**src/sv/cqdp_pkg.sv**
```systemverilog
// shared types and constants for the crossbar quantized dot product unit
// no dependencies
`default_nettype none

package cqdp_pkg;

   localparam int ACT_W    = 16;
   localparam int OFS_W    = 32;
   localparam int PROD_W   = 2 * ACT_W;
   localparam int TERM_W   = OFS_W + 1;
   localparam int PSUM_W   = 40;
   localparam int TOTAL_W  = 14;
   localparam int CNT_W    = 9;
   localparam int QNT_W    = CNT_W + 1;
   localparam int MAX_ACCUM = 256;

   localparam int IN_DATA_W  = 2 * ACT_W + 2 * OFS_W;
   localparam int OUT_DATA_W = ((TOTAL_W + 7) / 8) * 8;

   typedef logic signed [PSUM_W-1:0]  psum_type;
   typedef logic signed [TOTAL_W-1:0] total_type;
   typedef logic signed [QNT_W-1:0]   qnt_type;
   typedef logic        [CNT_W-1:0]   cnt_type;

   localparam psum_type  PSUM_MAX  = {1'b0, {(PSUM_W-1){1'b1}}};
   localparam psum_type  PSUM_MIN  = {1'b1, {(PSUM_W-1){1'b0}}};
   localparam total_type TOTAL_MAX = {1'b0, {(TOTAL_W-1){1'b1}}};
   localparam total_type TOTAL_MIN = {1'b1, {(TOTAL_W-1){1'b0}}};

endpackage

`default_nettype wire

```
**src/sv/cqdp_quantize.sv**
```systemverilog
// quantizer for one completed partial sum: sign for a group of one,
// otherwise even rounding with a clamp at the group size; uses cqdp_pkg
`default_nettype none

module cqdp_quantize (
   input  wire cqdp_pkg::psum_type psum,
   input  wire cqdp_pkg::cnt_type  group_n,
   output cqdp_pkg::qnt_type       quant
);

   logic                                 neg;
   logic [cqdp_pkg::PSUM_W-1:0]          mag;
   logic [cqdp_pkg::PSUM_W:0]            rnd;
   logic [cqdp_pkg::PSUM_W-16:0]         dbl;
   logic [cqdp_pkg::CNT_W-1:0]           mag_q;

   always_comb begin
      neg = psum[cqdp_pkg::PSUM_W-1];
      mag = neg ? (~psum + 1'b1) : psum;
      rnd = {1'b0, mag} + (cqdp_pkg::PSUM_W+1)'(65536);
      dbl = {rnd[cqdp_pkg::PSUM_W:17], 1'b0};
      if (dbl > (cqdp_pkg::PSUM_W-15)'(group_n)) begin
         mag_q = group_n;
      end else begin
         mag_q = dbl[cqdp_pkg::CNT_W-1:0];
      end
      if (group_n == cqdp_pkg::CNT_W'(1)) begin
         quant = neg ? -cqdp_pkg::QNT_W'(1) : cqdp_pkg::QNT_W'(1);
      end else if (neg) begin
         quant = -$signed({1'b0, mag_q});
      end else begin
         quant = $signed({1'b0, mag_q});
      end
   end

endmodule

`default_nettype wire

```
**src/sv/crossbar_quantized_dot_product_unit.sv**
```systemverilog
// top level of the crossbar quantized dot product unit: elastic pipeline,
// group accumulation and row totals; uses cqdp_pkg and cqdp_quantize
`default_nettype none

// Takes one element pair per beat at a sustained rate of one beat per clock
// while the result side is not stalled, and emits one result beat for each
// beat flagged tlast. The rate is set by the two accumulation loops (group
// partial sum and row total); a stalled result stage only stops input once
// the five internal stages are full.
module crossbar_quantized_dot_product_unit (
   input  wire                                clock,
   input  wire                                reset,
   input  wire                                csr_we,
   input  wire [cqdp_pkg::CNT_W-1:0]          csr_wdata,
   input  wire                                req_tvalid,
   output logic                               req_tready,
   // activation, weight_value, var_plus, var_minus
   input  wire [cqdp_pkg::IN_DATA_W-1:0]      req_tdata,
   input  wire                                req_tlast,
   output logic                               rsp_tvalid,
   input  wire                                rsp_tready,
   // output_sum, zero padding
   output logic [cqdp_pkg::OUT_DATA_W-1:0]    rsp_tdata,
   // length_error
   output logic                               rsp_tuser
);

   localparam int AW = cqdp_pkg::ACT_W;
   localparam int OW = cqdp_pkg::OFS_W;

   cqdp_pkg::cnt_type accum_n_ff;
   cqdp_pkg::cnt_type group_n;

   logic v1_ff, v2_ff, v3_ff, v4_ff, v5_ff, out_v_ff;
   logic r1, r2, r3, r4, r5, out_rdy;

   logic signed [AW-1:0]   act1_ff, wgt1_ff;
   logic signed [OW-1:0]   vp1_ff, vm1_ff, vp2_ff, vm2_ff;
   logic                   last1_ff, last2_ff, last3_ff, last4_ff, last5_ff;
   logic signed [cqdp_pkg::PROD_W-1:0] prod2_ff;
   logic signed [cqdp_pkg::TERM_W-1:0] term3_ff, term_in;

   cqdp_pkg::psum_type     psum_ff, psum_in, closed4_ff;
   logic signed [cqdp_pkg::PSUM_W:0] psum_wide;
   cqdp_pkg::cnt_type      count_ff, count_inc;
   logic                   close_in, err_in;
   logic                   close4_ff, err4_ff, close5_ff, err5_ff;
   cqdp_pkg::qnt_type      quant, quant5_ff;

   cqdp_pkg::total_type    row_ff, row_in;
   logic signed [cqdp_pkg::TOTAL_W:0] row_wide;
   cqdp_pkg::total_type    out_sum_ff;
   logic                   out_err_ff;

   // configuration register and effective group size
   always_ff @(posedge clock) begin
      if (reset) begin
         accum_n_ff <= cqdp_pkg::CNT_W'(1);
      end else if (csr_we) begin
         accum_n_ff <= csr_wdata;
      end
   end

   always_comb begin
      if (accum_n_ff == '0) begin
         group_n = cqdp_pkg::CNT_W'(1);
      end else if (accum_n_ff > cqdp_pkg::CNT_W'(cqdp_pkg::MAX_ACCUM)) begin
         group_n = cqdp_pkg::CNT_W'(cqdp_pkg::MAX_ACCUM);
      end else begin
         group_n = accum_n_ff;
      end
   end

   // ready chain, non-last beats retire from the last stage without output
   assign out_rdy    = !out_v_ff || rsp_tready;
   assign r5         = !v5_ff || !last5_ff || out_rdy;
   assign r4         = !v4_ff || r5;
   assign r3         = !v3_ff || r4;
   assign r2         = !v2_ff || r3;
   assign r1         = !v1_ff || r2;
   assign req_tready = r1;

   always_ff @(posedge clock) begin
      if (reset) begin
         v1_ff <= 1'b0;
         v2_ff <= 1'b0;
         v3_ff <= 1'b0;
         v4_ff <= 1'b0;
         v5_ff <= 1'b0;
      end else begin
         if (r1) v1_ff <= req_tvalid;
         if (r2) v2_ff <= v1_ff;
         if (r3) v3_ff <= v2_ff;
         if (r4) v4_ff <= v3_ff;
         if (r5) v5_ff <= v4_ff;
      end
   end

   // input register
   always_ff @(posedge clock) begin
      if (r1) begin
         act1_ff  <= req_tdata[AW-1:0];
         wgt1_ff  <= req_tdata[2*AW-1:AW];
         vp1_ff   <= req_tdata[2*AW+OW-1:2*AW];
         vm1_ff   <= req_tdata[2*AW+2*OW-1:2*AW+OW];
         last1_ff <= req_tlast;
      end
   end

   // product, already at 16 fraction bits
   always_ff @(posedge clock) begin
      if (r2) begin
         prod2_ff <= act1_ff * wgt1_ff;
         vp2_ff   <= vp1_ff;
         vm2_ff   <= vm1_ff;
         last2_ff <= last1_ff;
      end
   end

   // offset by product sign
   always_comb begin
      if (prod2_ff > 0) begin
         term_in = cqdp_pkg::TERM_W'(prod2_ff) + cqdp_pkg::TERM_W'(vp2_ff);
      end else begin
         term_in = cqdp_pkg::TERM_W'(prod2_ff) + cqdp_pkg::TERM_W'(vm2_ff);
      end
   end

   always_ff @(posedge clock) begin
      if (r3) begin
         term3_ff <= term_in;
         last3_ff <= last2_ff;
      end
   end

   // group accumulation
   always_comb begin
      psum_wide = (cqdp_pkg::PSUM_W+1)'(psum_ff) + (cqdp_pkg::PSUM_W+1)'(term3_ff);
      if (psum_wide[cqdp_pkg::PSUM_W] != psum_wide[cqdp_pkg::PSUM_W-1]) begin
         psum_in = psum_wide[cqdp_pkg::PSUM_W] ? cqdp_pkg::PSUM_MIN : cqdp_pkg::PSUM_MAX;
      end else begin
         psum_in = psum_wide[cqdp_pkg::PSUM_W-1:0];
      end
      count_inc = count_ff + 1'b1;
      close_in  = (count_inc >= group_n) || last3_ff;
      err_in    = count_inc < group_n;
   end

   always_ff @(posedge clock) begin
      if (reset) begin
         psum_ff  <= '0;
         count_ff <= '0;
      end else if (v3_ff && r4) begin
         if (close_in) begin
            psum_ff  <= '0;
            count_ff <= '0;
         end else begin
            psum_ff  <= psum_in;
            count_ff <= count_inc;
         end
      end
   end

   always_ff @(posedge clock) begin
      if (r4) begin
         closed4_ff <= psum_in;
         close4_ff  <= close_in;
         err4_ff    <= err_in;
         last4_ff   <= last3_ff;
      end
   end

   cqdp_quantize u_quantize (
      .psum    (closed4_ff),
      .group_n (group_n),
      .quant   (quant)
   );

   always_ff @(posedge clock) begin
      if (r5) begin
         quant5_ff <= quant;
         close5_ff <= close4_ff;
         err5_ff   <= err4_ff;
         last5_ff  <= last4_ff;
      end
   end

   // row total
   always_comb begin
      row_wide = (cqdp_pkg::TOTAL_W+1)'(row_ff) + (cqdp_pkg::TOTAL_W+1)'(quant5_ff);
      if (!close5_ff) begin
         row_in = row_ff;
      end else if (row_wide[cqdp_pkg::TOTAL_W] != row_wide[cqdp_pkg::TOTAL_W-1]) begin
         row_in = row_wide[cqdp_pkg::TOTAL_W] ? cqdp_pkg::TOTAL_MIN : cqdp_pkg::TOTAL_MAX;
      end else begin
         row_in = row_wide[cqdp_pkg::TOTAL_W-1:0];
      end
   end

   always_ff @(posedge clock) begin
      if (reset) begin
         row_ff <= '0;
      end else if (v5_ff && r5) begin
         row_ff <= last5_ff ? '0 : row_in;
      end
   end

   // result register
   always_ff @(posedge clock) begin
      if (reset) begin
         out_v_ff <= 1'b0;
      end else if (v5_ff && last5_ff && out_rdy) begin
         out_v_ff <= 1'b1;
      end else if (rsp_tready) begin
         out_v_ff <= 1'b0;
      end
   end

   always_ff @(posedge clock) begin
      if (v5_ff && last5_ff && out_rdy) begin
         out_sum_ff <= row_in;
         out_err_ff <= err5_ff;
      end
   end

   assign rsp_tvalid = out_v_ff;
   assign rsp_tdata  = cqdp_pkg::OUT_DATA_W'($unsigned(out_sum_ff));
   assign rsp_tuser  = out_err_ff;

endmodule

`default_nettype wire

```
**config.mk**
```make
export PLATFORM = sky130hd
export DESIGN_NAME = crossbar_quantized_dot_product_unit
export DESIGN_NICKNAME = d
export VERILOG_FILES = /design/src/sv/cqdp_pkg.sv /design/src/sv/cqdp_quantize.sv /design/src/sv/crossbar_quantized_dot_product_unit.sv
export SDC_FILE = /design/constraint.sdc
export NUM_CORES = 1
export LEC_CHECK = 0
export BUFFER_PORTS_ARGS = -buffer_cell sky130_fd_sc_hd__buf_2
export CAP_MARGIN = 0
export CORE_MARGIN = 4
export CORE_UTILIZATION = 65
export DETAILED_ROUTE_END_ITERATION = 8
export PLACE_DENSITY = 0.82
export SLEW_MARGIN = 15
export SYNTH_ARGS = -nofsm -noshare
export SYNTH_HDL_FRONTEND = slang
export SYNTH_SLANG_ARGS = --single-unit
```
**constraint.sdc**
```tcl
create_clock -name clock -period 11.18 [get_ports clock]
set_input_delay 1.118 -clock clock [delete_from_list [all_inputs] [get_ports clock]]
set_output_delay 1.118 -clock clock [all_outputs]
set_load 0.03 [all_outputs]
```
# After elaboration in Yosys (flattened, before gate mapping)
# Cells that the tools add are included.
# W data, S select, Z words.
# classes
add_sub_neg,8
n_mul,1
order_cmp,5
n_eq_ne,3
mux,18
bitwise,1
reduce_logical,21
# op_table
cell,count
$mux W40,4
$add A32 B32 Y33,2
$mux W14,4
$add A40 B17 Y41 const B,1
$add A40 B33 Y41,1
$add A40 B1 Y40 const B,1
$not A40 Y40,1
$mux W9,4
$mux W33,1
$gt A32 B1 Y1 const B,1
$mul A16 B16 Y32,1
$mux W10,3
$gt A25 B9 Y1,1
$add A14 B10 Y15,1
$neg A9 Y10,1
$add A9 B1 Y9 const B,1
$eq A9 B1 Y1 const B,1
$ge A9 B9 Y1,1
$gt A9 B9 Y1 const B,1
$logic_not A9 Y1,1
$lt A9 B9 Y1,1
$logic_or A1 B1 Y1,8
$logic_not A1 Y1,7
$logic_and A1 B1 Y1,4
3 further kinds,5
# word_totals
ff_bits,377
in_bits,111
output_inout_bits,19
elab_cells,88

# Logic depth before layout (Yosys ltp)
# depth
word_depth,9
depth_mapped,34
ltp_nobuf,30

# Hierarchy
# From an unflattened synthesis, not the netlist that was laid out.
# hier_totals
hier_cells,2697
area_unflattened_um2,28870.2
# by_module_without_submodules
mod,instances,cells_per_inst,area_per_inst_um2,seq_area_each_um2
crossbar_quantized_dot_product_unit,1,2396,26845.7,10540.1
cqdp_quantize,1,301,2024.4,0.0

# Worst setup path after synthesis
# No wires, ideal clock.
# synth_path
path_type,flip-flop to flip-flop
startpoint,register closed4_ff[39]
endpoint,register quant5_ff[6] (data pin)
setup_ns,0.281
arrival_time_ns,6.157
t_required_ns,10.899
path_slack_ns,4.742
stages_incl_launch_ff,33
n_path_buf,6
period_less_slack_ns,6.438
cell_sequence,edfxtp_1 -> buf_2 -> clkbuf_1 -> clkbuf_1 -> buf_1 -> clkbuf_1 -> o21ai_0 -> xnor2_1 -> ha_1 -> inv_1 -> maj3_1 -> a22o_1 -> xnor2_1 -> inv_1 -> ha_1 -> a21oi_1 -> o22ai_1 -> nor2_1 -> o21ai_0 -> a21oi_1 -> o32ai_1 -> a221o_1 -> and4bb_1 -> nand4_4 -> buf_2 -> a31oi_1 -> ha_1 -> and3_1 -> and2_1 -> nand2_1 -> and3_1 -> o31ai_1 -> o311ai_0
# synth_between
elab_chain_len,9
elab_cells_between_ends,10
classes_between,add/sub (3); order compare (1); mux (5); bitwise (1)
# synth_lines
item,line_no,source
"start, declared",crossbar_quantized_dot_product_unit.sv:43,"cqdp_pkg::psum_type psum_ff, psum_in, closed4_ff;"
"start signal, assigned",crossbar_quantized_dot_product_unit.sv:166,closed4_ff <= psum_in;
$not A40 Y40,cqdp_quantize.sv:19,mag = neg ? (~psum + 1'b1) : psum;
$add A40 B1 Y40,cqdp_quantize.sv:19,
$mux W40,cqdp_quantize.sv:19,
$add A40 B17 Y41,cqdp_quantize.sv:20,"rnd = {1'b0, mag} + (cqdp_pkg::PSUM_W+1)'(65536);"
$gt A25 B9 Y1,cqdp_quantize.sv:22,if (dbl > (cqdp_pkg::PSUM_W-15)'(group_n)) begin
$mux W9,cqdp_quantize.sv:22,
$neg A9 Y10,cqdp_quantize.sv:30,"quant = -$signed({1'b0, mag_q});"
$mux W10,cqdp_quantize.sv:29,end else if (neg) begin
$mux W10 *,cqdp_quantize.sv:27,if (group_n == cqdp_pkg::CNT_W'(1)) begin
net quant[6],crossbar_quantized_dot_product_unit.sv:48,"cqdp_pkg::qnt_type quant, quant5_ff;"
"end signal, assigned",crossbar_quantized_dot_product_unit.sv:181,quant5_ff <= quant;
"end, declared",crossbar_quantized_dot_product_unit.sv:48,
# The timed path passes the listed nets; every way through them passes the cells marked *.
# A chain may end at the register's enable or synchronous reset.

# Worst setup path after layout
# layout_path
startpoint,register wgt1_ff[2]
endpoint,register prod2_ff[31] (netlist bit) (data pin)
# layout_between
elab_chain_len,1
# layout_lines
item,line_no,source
"start, declared",crossbar_quantized_dot_product_unit.sv:37,"logic signed [AW-1:0] act1_ff, wgt1_ff;"
"start signal, assigned",crossbar_quantized_dot_product_unit.sv:103,wgt1_ff <= req_tdata[2*AW-1:AW];
$mul A16 B16 Y32,crossbar_quantized_dot_product_unit.sv:113,prod2_ff <= act1_ff * wgt1_ff;
"end signal, assigned",crossbar_quantized_dot_product_unit.sv:113,
"end, declared",crossbar_quantized_dot_product_unit.sv:40,logic signed [cqdp_pkg::PROD_W-1:0] prod2_ff;
# No other way between the ends.

==> run summary <==
===============================================================================================
Combined area of all synthesized cells                                              29100 sq um
Slew of the pin with the lowest slew margin                                             1.01 ns
Logic depth of the worst register-to-register path                                           22
Count of buffers inserted at the top-level ports                                            127
Vias post-DR                                                                              20400
Launch instance of the worst min-delay path                                        vm1_ff[26]$_DFFE_PP_
Fin area                                                                            31800 sq um
Area share of the largest cell type after synthesis                                       30.8%
Maximum level of the CTS H-tree                                                               2
End-of-flow core utilization                                                              71.8%
Clock Skews                                                                           0.0316 ns
Total Die Area                                                                      48300 sq um
Setup repair bufs after CTS                                                                   0
Final hold violation count                                                                    0
Placement Cell Area                                                                 30300 sq um
Crit path required time                                                                11.50 ns
Category of the critical setup timing path                                         register to register
Number of setup violations in the final report                                                0
Most common library cells after synthesis                                          sky130_fd_sc_hd__inv_1, sky130_fd_sc_hd__edfxtp_1, sky130_fd_sc_hd__fa_1
Vias per Instance                                                                          5.89
Worst path arrival time                                                                 7.31 ns
CTS Hold Buffers Added                                                                        0
Met3 routed WL                                                                          3400 um
Setup TNS                                                                                  0 ns
Placed wire-length estimate                                                            49500 um
Setup slack after layout                                                                4.20 ns
Number of flip-flops and latches in the synthesized netlist                                 377
Signed area change from the synthesized netlist to the final layout                       9.04%
Post-Place Setup Slack                                                                  4.24 ns
Worst slew margin                                                                         32.8%
Root buffer selected by CTS                                                        sky130_fd_sc_hd__clkbuf_16
Total detailed-routing wirelength                                                      64500 um
Launch point of the worst reg-to-reg path                                          wgt1_ff[2]$_DFFE_PP_
Final layout net count                                                                     3409
VDD IR-drop max                                                                          265 uV
CTS tree                                                                                  built
Capture instance of the worst register-to-register path                            prod2_ff[31]$_DFFE_PP_
Share of the cycle needed by the critical path after routing                              62.5%
Number of antenna-violating nets in the routed design                                         0
Instance count of the mapped netlist                                                       2756
Initial detailed-routing violation count                                                   1549
ANT cells                                                                                     0
Post-Synthesis Mean Instance Area                                                    10.6 sq um
Max-Cap Viols                                                                                 0
Nature of the critical path endpoint                                                   register
Sum of overflow across all layers after global routing                                        0
Peak Freq                                                                               143 MHz
X dimension of the die                                                                   220 um
Launching instance or port of the critical path                                    wgt1_ff[2]$_DFFE_PP_
Clock input transition at the sequential cells of the worst setup and hold paths        0.06 ns
Post-synth EDFFs                                                                            299
Share of layout cells above drive strength 1                                              9.69%
Final weighted congestion of routability-driven global placement                          0.950
Number of antenna violations at the first check in global routing                             0
GR Util All Layers                                                                        27.3%
Routed WL per cell                                                                      18.6 um
PwrDens                                                                             333 nW/um^2
Number of warning messages in the yosys log                                                   0
Unrepaired setup endpoints after global routing                                           false
Max FO, Critical Path                                                                        16
Share of synthesized registers carrying an async set or reset                                0%
Number of top-level pins                                                                    130
Highest routed metal layer                                                                 met4
Hold crit path type                                                                register to register
Unique masters post-synth                                                                    81
Type of origin of the critical path                                                    register
Core region area                                                                    44200 sq um
Number of design rule violations left after detail routing                                    0
Via count of the first global-routing pass                                                21500
Clk sinks                                                                                   377
Sequential share of the synthesized area                                                  36.2%
Number of cell rows                                                                          77
Most repeated cell in the gate-level netlist after synthesis                       sky130_fd_sc_hd__inv_1
Fin crit period                                                                         6.98 ns
Slew Viols, Final                                                                             0
Met2 wirelength from detailed routing                                                  32200 um
Reg-to-reg slack, setup                                                                 4.20 ns
# resized after CTS                                                                           0
Iteration count of the initial detailed-routing pass                                          5
First-pass GRT wire length                                                            107000 um
Result of the run                                                                  finished clean
Critical path destination                                                          prod2_ff[31]$_DFFE_PP_
Area leader, netlist                                                               sky130_fd_sc_hd__edfxtp_1
Number of CTS-inserted buffers                                                               41
Maximum number of pins on one net before global-route repair                                 81
Leakage power summed over all cells                                                     14.0 nW
Clk Latency, worst-skew pair                                                            0.58 ns
Initial core utilization                                                                  65.9%
Detailed-route wire length on metal 1                                                  26500 um
Die boundary height                                                                      220 um
Biggest area contributors in the synthesized netlist                               sky130_fd_sc_hd__edfxtp_1, sky130_fd_sc_hd__fa_1, sky130_fd_sc_hd__ha_1
Largest buffer count on any clock path                                                        3
Main synth FF type                                                                 sky130_fd_sc_hd__edfxtp_1
===============================================================================================
[critical path, cell delays in order (launching register included)]
cell,delay (ns)
sky130_fd_sc_hd__edfxtp_1,0.62
sky130_fd_sc_hd__and2_1,0.32
sky130_fd_sc_hd__fa_1,0.59
sky130_fd_sc_hd__inv_1,0.15
sky130_fd_sc_hd__fa_1,0.56
sky130_fd_sc_hd__inv_1,0.05
sky130_fd_sc_hd__fa_1,0.55
sky130_fd_sc_hd__fa_1,0.45
sky130_fd_sc_hd__fa_1,0.56
sky130_fd_sc_hd__inv_1,0.06
sky130_fd_sc_hd__fa_1,0.52
sky130_fd_sc_hd__inv_1,0.04
sky130_fd_sc_hd__ha_1,0.34
sky130_fd_sc_hd__a21o_1,0.20
sky130_fd_sc_hd__a21oi_1,0.22
sky130_fd_sc_hd__nand3b_1,0.15
sky130_fd_sc_hd__o211ai_1,0.33
sky130_fd_sc_hd__a31oi_1,0.21
sky130_fd_sc_hd__a41oi_1,0.31
sky130_fd_sc_hd__a21oi_1,0.13
sky130_fd_sc_hd__o21a_1,0.18
sky130_fd_sc_hd__nor2_1,0.10
sky130_fd_sc_hd__xnor2_1,0.08
[routing by layer]
layer  GRT usage [%]  up-vias
met1            34.8    10000
met2            48.1      675
met3            3.63      158
met5               0        -
li1                -     9579
met4            9.78        0
[area by class of cell]
class	instances	area, sq um
inverters	375	1410
clock inverters	22	350
fillers	3106	12500
repair buffers	140	741
multi-input cells	1910	16900
well taps	592	741
flip-flops and latches	377	10500
clock buffers	54	1110
[logic make-up after synthesis]
group | count (synthesis) | share of synthesized area (%)
xor gates and xnor gates | 138 | 4.15
adders and majority gates | 490 | 27.6
AOI/OAI and AO/OA | 446 | 10.3
buffers and inverters | 470 | 6.11
DFF | 377 | 36.2
muxes | 65 | 2.43
other | 1 | 0.0129
and+or+nand+nor | 769 | 13.2
[state kept, by name, summed over array words and instances, names as in the netlist, 14 cells and up]
signal,flops
act1_ff,16
closed4_ff,40
out_sum_ff,14
prod2_ff,32
psum_ff,40
row_ff,14
term3_ff,33
vm1_ff,32
vm2_ff,32
vp1_ff,32
vp2_ff,32
wgt1_ff,16
[placed cells by master, fill, tap and decap left out, types with 81 or more instances in the layout]
cell type | synthesis | final
sky130_fd_sc_hd__nor2_1 | 155 | 153
sky130_fd_sc_hd__and2_1 | 129 | 129
sky130_fd_sc_hd__xnor2_1 | 99 | 98
sky130_fd_sc_hd__o21ai_0 | 81 | 81
sky130_fd_sc_hd__edfxtp_1 | 299 | 299
sky130_fd_sc_hd__fa_1 | 265 | 265
sky130_fd_sc_hd__inv_1 | 374 | 374
sky130_fd_sc_hd__ha_1 | 188 | 188
sky130_fd_sc_hd__buf_2 | 7 | 127
sky130_fd_sc_hd__nand2_1 | 243 | 243
sky130_fd_sc_hd__a21oi_1 | 124 | 124
[metrics by stage]
stage | total power [W] | hold slack [ns] | cells
2_1_floorplan | 0.00761 | 0.400 | 2757
6_report | 0.0106 | 0.410 | 3470
5_1_grt | 0.0116 | 0.410 | 3470
3_3_place_gp | 0.00870 | 0.403 | 3393
3_5_place_dp | 0.00902 | 0.405 | 3393
4_1_cts | 0.0106 | 0.416 | 3469
[report_power, final]
part	switching (W)	internal, W	leakage (nW)
Combinational	0.00379	0.00294	9.56
Clock	0.000575	0.000874	0.703
Sequential	0.000252	0.00216	3.77
Total	0.00462	0.00597	14.0
[worst min-delay path by stage]
| stage | endpoint | slack [ns] | depth (start not counted) |
|---|---|---|---|
| 4_1_cts | vm2_ff[26]$_DFFE_PP_ | 0.42 | 0 |
| 6_report | vm2_ff[26]$_DFFE_PP_ | 0.41 | 0 |
| 3_3_place_gp | vp2_ff[8]$_DFFE_PP_ | 0.40 | 0 |
| 2_1_floorplan | close5_ff$_DFFE_PP_ | 0.40 | 0 |
| 3_5_place_dp | vm2_ff[2]$_DFFE_PP_ | 0.40 | 0 |
| 5_1_grt | vm2_ff[26]$_DFFE_PP_ | 0.41 | 0 |
Power figures use the tool's default switching activity.
